===== src/hdl/fcfp_ram.sv =====
// Generic single-write, single-read RAM with registered read data.
// No dependencies.
module fcfp_ram #(
    parameter int WIDTH = 8,
    parameter int DEPTH = 512
) (
    input  logic                     clk,
    input  logic                     we,
    input  logic [$clog2(DEPTH)-1:0] waddr,
    input  logic [WIDTH-1:0]         wdata,
    input  logic [$clog2(DEPTH)-1:0] raddr,
    output logic [WIDTH-1:0]         rdata
);

    logic [WIDTH-1:0] mem [DEPTH];

    always_ff @(posedge clk)
    begin
        if (we)
        begin
            mem[waddr] <= wdata;
        end
        rdata <= mem[raddr];
    end

endmodule


===== config.mk =====
export PLATFORM = sky130hd
export DESIGN_NAME = fcfp_ram
export DESIGN_NICKNAME = d
export VERILOG_FILES = /design/src/hdl/fcfp_ram.sv
export SDC_FILE = /design/constraint.sdc
export NUM_CORES = 2
export LEC_CHECK = 0
export BUFFER_PORTS_ARGS = -buffer_cell sky130_fd_sc_hd__buf_2
export CAP_MARGIN = 20
export CORE_ASPECT_RATIO = 0.5
export CORE_UTILIZATION = 35
export CTS_CLUSTER_DIAMETER = 50
export DETAILED_ROUTE_END_ITERATION = 10
export PLACE_DENSITY = 0.49
export RECOVER_POWER = 25
export REMOVE_ABC_BUFFERS = 1
export SLEW_MARGIN = 20
export SYNTH_ARGS = -nofsm -noshare
export SYNTH_HDL_FRONTEND = slang
export SYNTH_SLANG_ARGS = --single-unit
export TNS_END_PERCENT = 5

===== constraint.sdc =====
create_clock -name clk -period 2.6 [get_ports clk]
set_input_delay 0.39 -clock clk [delete_from_list [all_inputs] [get_ports clk]]
set_output_delay 0.39 -clock clk [all_outputs]
set_load 0.1 [all_outputs]

==> metrics.cfg <==
[synthesis]
async_flop_share_pct=0
ys_ff_latch=4104
synth_top_area_share_pct=76.91
synth.most_common_cell=edfxtp_1
synth_edf_count=4096
synthAdderAreaFrac_pct=0
synthCells=8030
yosysWarnings=0
synth.area.mux_share_pct=14.20
syn_avg_cell_area_um2=19.92
synth_top_family_by_area=multiplexers
yosysSeqAreaShare_pct=77.01
yosys.area_share.simple_pct=2.631
yosys-top-cells-count=edfxtp_1 (4096), mux2i_1 (797), mux4_2 (654)
synth.distinct_cells=51
yosysTopAreaCell=edfxtp_1
synthTopCellsByArea=edfxtp_1 (77%), mux4_2 (9.2%), mux2i_1 (5.0%)
synth-xor-area-share_pct=0
synth_compound_area_share_pct=4.313
synth_ff_type=edfxtp_1
synth_area_um2=159900

[power]
design_power_total_mw=139.7
power_frac_seq_pct=52.2
p_clk_share_pct=41.9
power.internal_mw=108.7
leakagePower_nw=63.43
ir_worst_vdd_mv=0.5143
p_per_area_nw_per_um2=726.5
combPwrFrac_pct=5.9
swShare_pct=22.14
switching_power_mw=30.92

[placed_design]
io_buffers=35
dp.final_hpwl_um=308400
gp_congestion=0.8512
placed_cell_area_um2=179800

[worst_setup_path]
crit_top_cell=buf_4
crit_fanout=21
reg2reg_depth=9
cp-end-kind=register
r2r_end=rdata[0]
worst-setup-path-type=input pin to register
critPathLaunchType=input pin
slowest_delay_ps=420
cp.arrival_ps=3590
required_ps=3490
cpMaxStageDelayCell=nand4_1
path_buf_inv=6
reg2reg_slack_ps=10
timing.rr.start=mem[57][0]
path_cells=buf_8 > or2_4 > buf_4 > buf_4 > o221ai_1 > o31ai_1 > buf_4 > nor4_1 > nand4_1 > buf_4 > o21ai_0 > buf_12 > o2111a_1
crit_family=buffers and inverters

[cts]
cts.htree.levels=5
postCtsSetupRepairBufs=0
cts_tree=done
cts_buffers=397
clock-sinks=4104
clk_pin_slew_worst_paths_ps=70
clockRootBuffer=clkbuf_16
cts_buffer_depth=4
clk_latency_ps=950

[die]
coreArea_um2=454800
die_h_um=480.0
num_io_pins=36
dieArea_um2=459800
row_count=175
fp.dieW_um=958.0
start_util_pct=35.17

[sta]
slew_violations=312
finalSetupViolations=44
worst-slew-pin-transition_ps=2365
min_period_ps=2697
rsz0062_at_grt=true
hold_violations=0
clock.fmax_ghz=0.3707
timing.final.crit_share_pct=103.7
layout_setup_ws_ps=-97.31
slew_headroom_pct=-57.67
skew_ps=47.66

[layout]
nFillCells=40060
final_layout_size_suffix_gt1_share_pct=28.94
design_area_um2=192200
multiInputGateArea_um2=34220
seq_area_um2=123200
syn_to_final_growth_pct=20.21
layout.nets=9602

[hold_path]
holdPathStages=4
min-delay-start=waddr[0]
whs_endpoint=mem[346][0]
hold_path_class=input pin to register

[routing]
drcViolationCount=0
drtIter0Drc=9409
firstDrtPassIters=5
detail_route.wl_per_cell_um=29.46
wirelength_um=471900
via_per_inst=5.331
vias=85370
ant_nets=0

[global_route]
overflow=0
grt_max_degree=116
grt_pass1_vias=86060
grt_antenna_before_repair=27
grt_pass1_wl_um=662700
grt.total_usage_pct=20.05

[outcome]
violations=capacitance limit, slew limit, setup timing
status=finished, violations left

[run]
drv_cap=5

-- power groups by stage --
| stage | Combinational, mW | Clock, mW | Sequential, mW |
|---|---|---|---|
| global route | 8.63 | 62.0 | 72.9 |
| global placement | 8.31 | 0 | 74.3 |
| detailed placement | 8.36 | 0 | 74.3 |
| CTS | 8.41 | 59.5 | 72.9 |
| floorplan | 2.54 | 0 | 74.5 |
| finish | 8.24 | 58.5 | 72.9 |
-- flip-flops by register name (all words and copies together) (netlist names) --
register / cells
rdata: 8
mem: 4096
-- per-layer routing --
| metal | vias to the layer above | routed length, µm | share of wire, % | GRT usage, % |
|---|---|---|---|---|
| li1 | 36620 | - | - | - |
| met1 | 45550 | 209200 | 44 | 28.71 |
| met2 | 2614 | 223500 | 47 | 32.56 |
| met3 | 592 | 27640 | 5.9 | 2.972 |
| met4 | 2 | 11570 | 2.5 | 4.593 |
| met5 | - | 13 | 0.0028 | 0 |
-- placed cells by master, fill, tap and decap left out, drive strengths merged, types with 16 or more instances in the layout --
cell and count:
edfxtp 4096, mux4 654, a22oi 61, nand3 36, mux2i 797, nor4 36
and2 20, o22ai 163, a211oi 17, nor3 109, bufinv 42, clkinv 174
nand4 32, buf 1525, a21oi 194, inv 23, o221ai 372, clkbuf 594
nor2 597, nand2 111, clkinvlp 16, o21ai 119
-- what timing repair did --
| item | 4_1_cts | 5_1_grt |
|---|---|---|
| hold buffers | 8 | 0 |
| gates resized for setup | 33 | 9 |
| pin swaps | 11 | 8 |
| setup endpoints to repair | 7 | 7 |
| hold endpoints to repair | 225 | 0 |
-- layout make-up --
cell class              count  area share, %
clock inverters           252          1.263
inverters                   3       0.009763
repair buffers           1658          7.445
diodes                     13        0.01692
well taps                6106          3.974
clock buffers             469          5.424
multi-input cells        3410          17.80
flip-flops and latches   4104          64.06
-- per-stage QoR --
| step | cells | setup WS [ps] | utilization, % | TNS, ps | hold slack, ps |
|---|---|---|---|---|---|
| global route | 16010 | -38.03 | 42.27 | -254.3 | 296.3 |
| detailed placement | 15270 | -1642 | 39.54 | -11700 | 839.0 |
| global placement | 15270 | -2107 | 39.53 | -15030 | 829.1 |
| floorplan | 7517 | -6421 | - | -50940 | 488.9 |
| CTS | 16000 | 5.111 | 42.42 | 0 | 217.8 |
| finish | 16020 | -97.31 | 42.27 | -1168 | 319.4 |
-- worst max-delay path by stage --
| stage | cells after the start | end | start | slack (ps) |
|---|---|---|---|---|
| 6_report | 13 | rdata[4] | raddr[1] | -100 |
| 5_1_grt | 13 | rdata[4] | raddr[1] | -40 |
| 4_1_cts | 14 | rdata[2] | raddr[1] | 5 |
| 3_5_place_dp | 14 | rdata[5] | raddr[0] | -1640 |
| 3_3_place_gp | 14 | rdata[4] | raddr[1] | -2110 |
| 2_1_floorplan | 7 | rdata[6] | raddr[2] | -6420 |
-- worst reg2reg max path, cell delays in order, from the launching register on --
cell      delay (ps)
edfxtp_1         320
mux2i_1          100
o221ai_1         310
a21oi_1          230
nor4_2           400
buf_4            210
nand4_1          170
nor4_4           390
buf_4            220
o2111a_1         190
-- logic make-up (layout without fill, tap and decap cells) --
| kind of cell | after synthesis | in the layout |
|---|---|---|
| AND/OR/NAND/NOR | 980 | 980 |
| flip-flops | 4104 | 4104 |
| multiplexers | 1451 | 1451 |
| buffers and inverters | 516 | 2382 |
| AO/OA/AOI/OAI | 979 | 979 |
| other | 0 | 13 |
No activity file was read; power rests on OpenSTA's default activity.
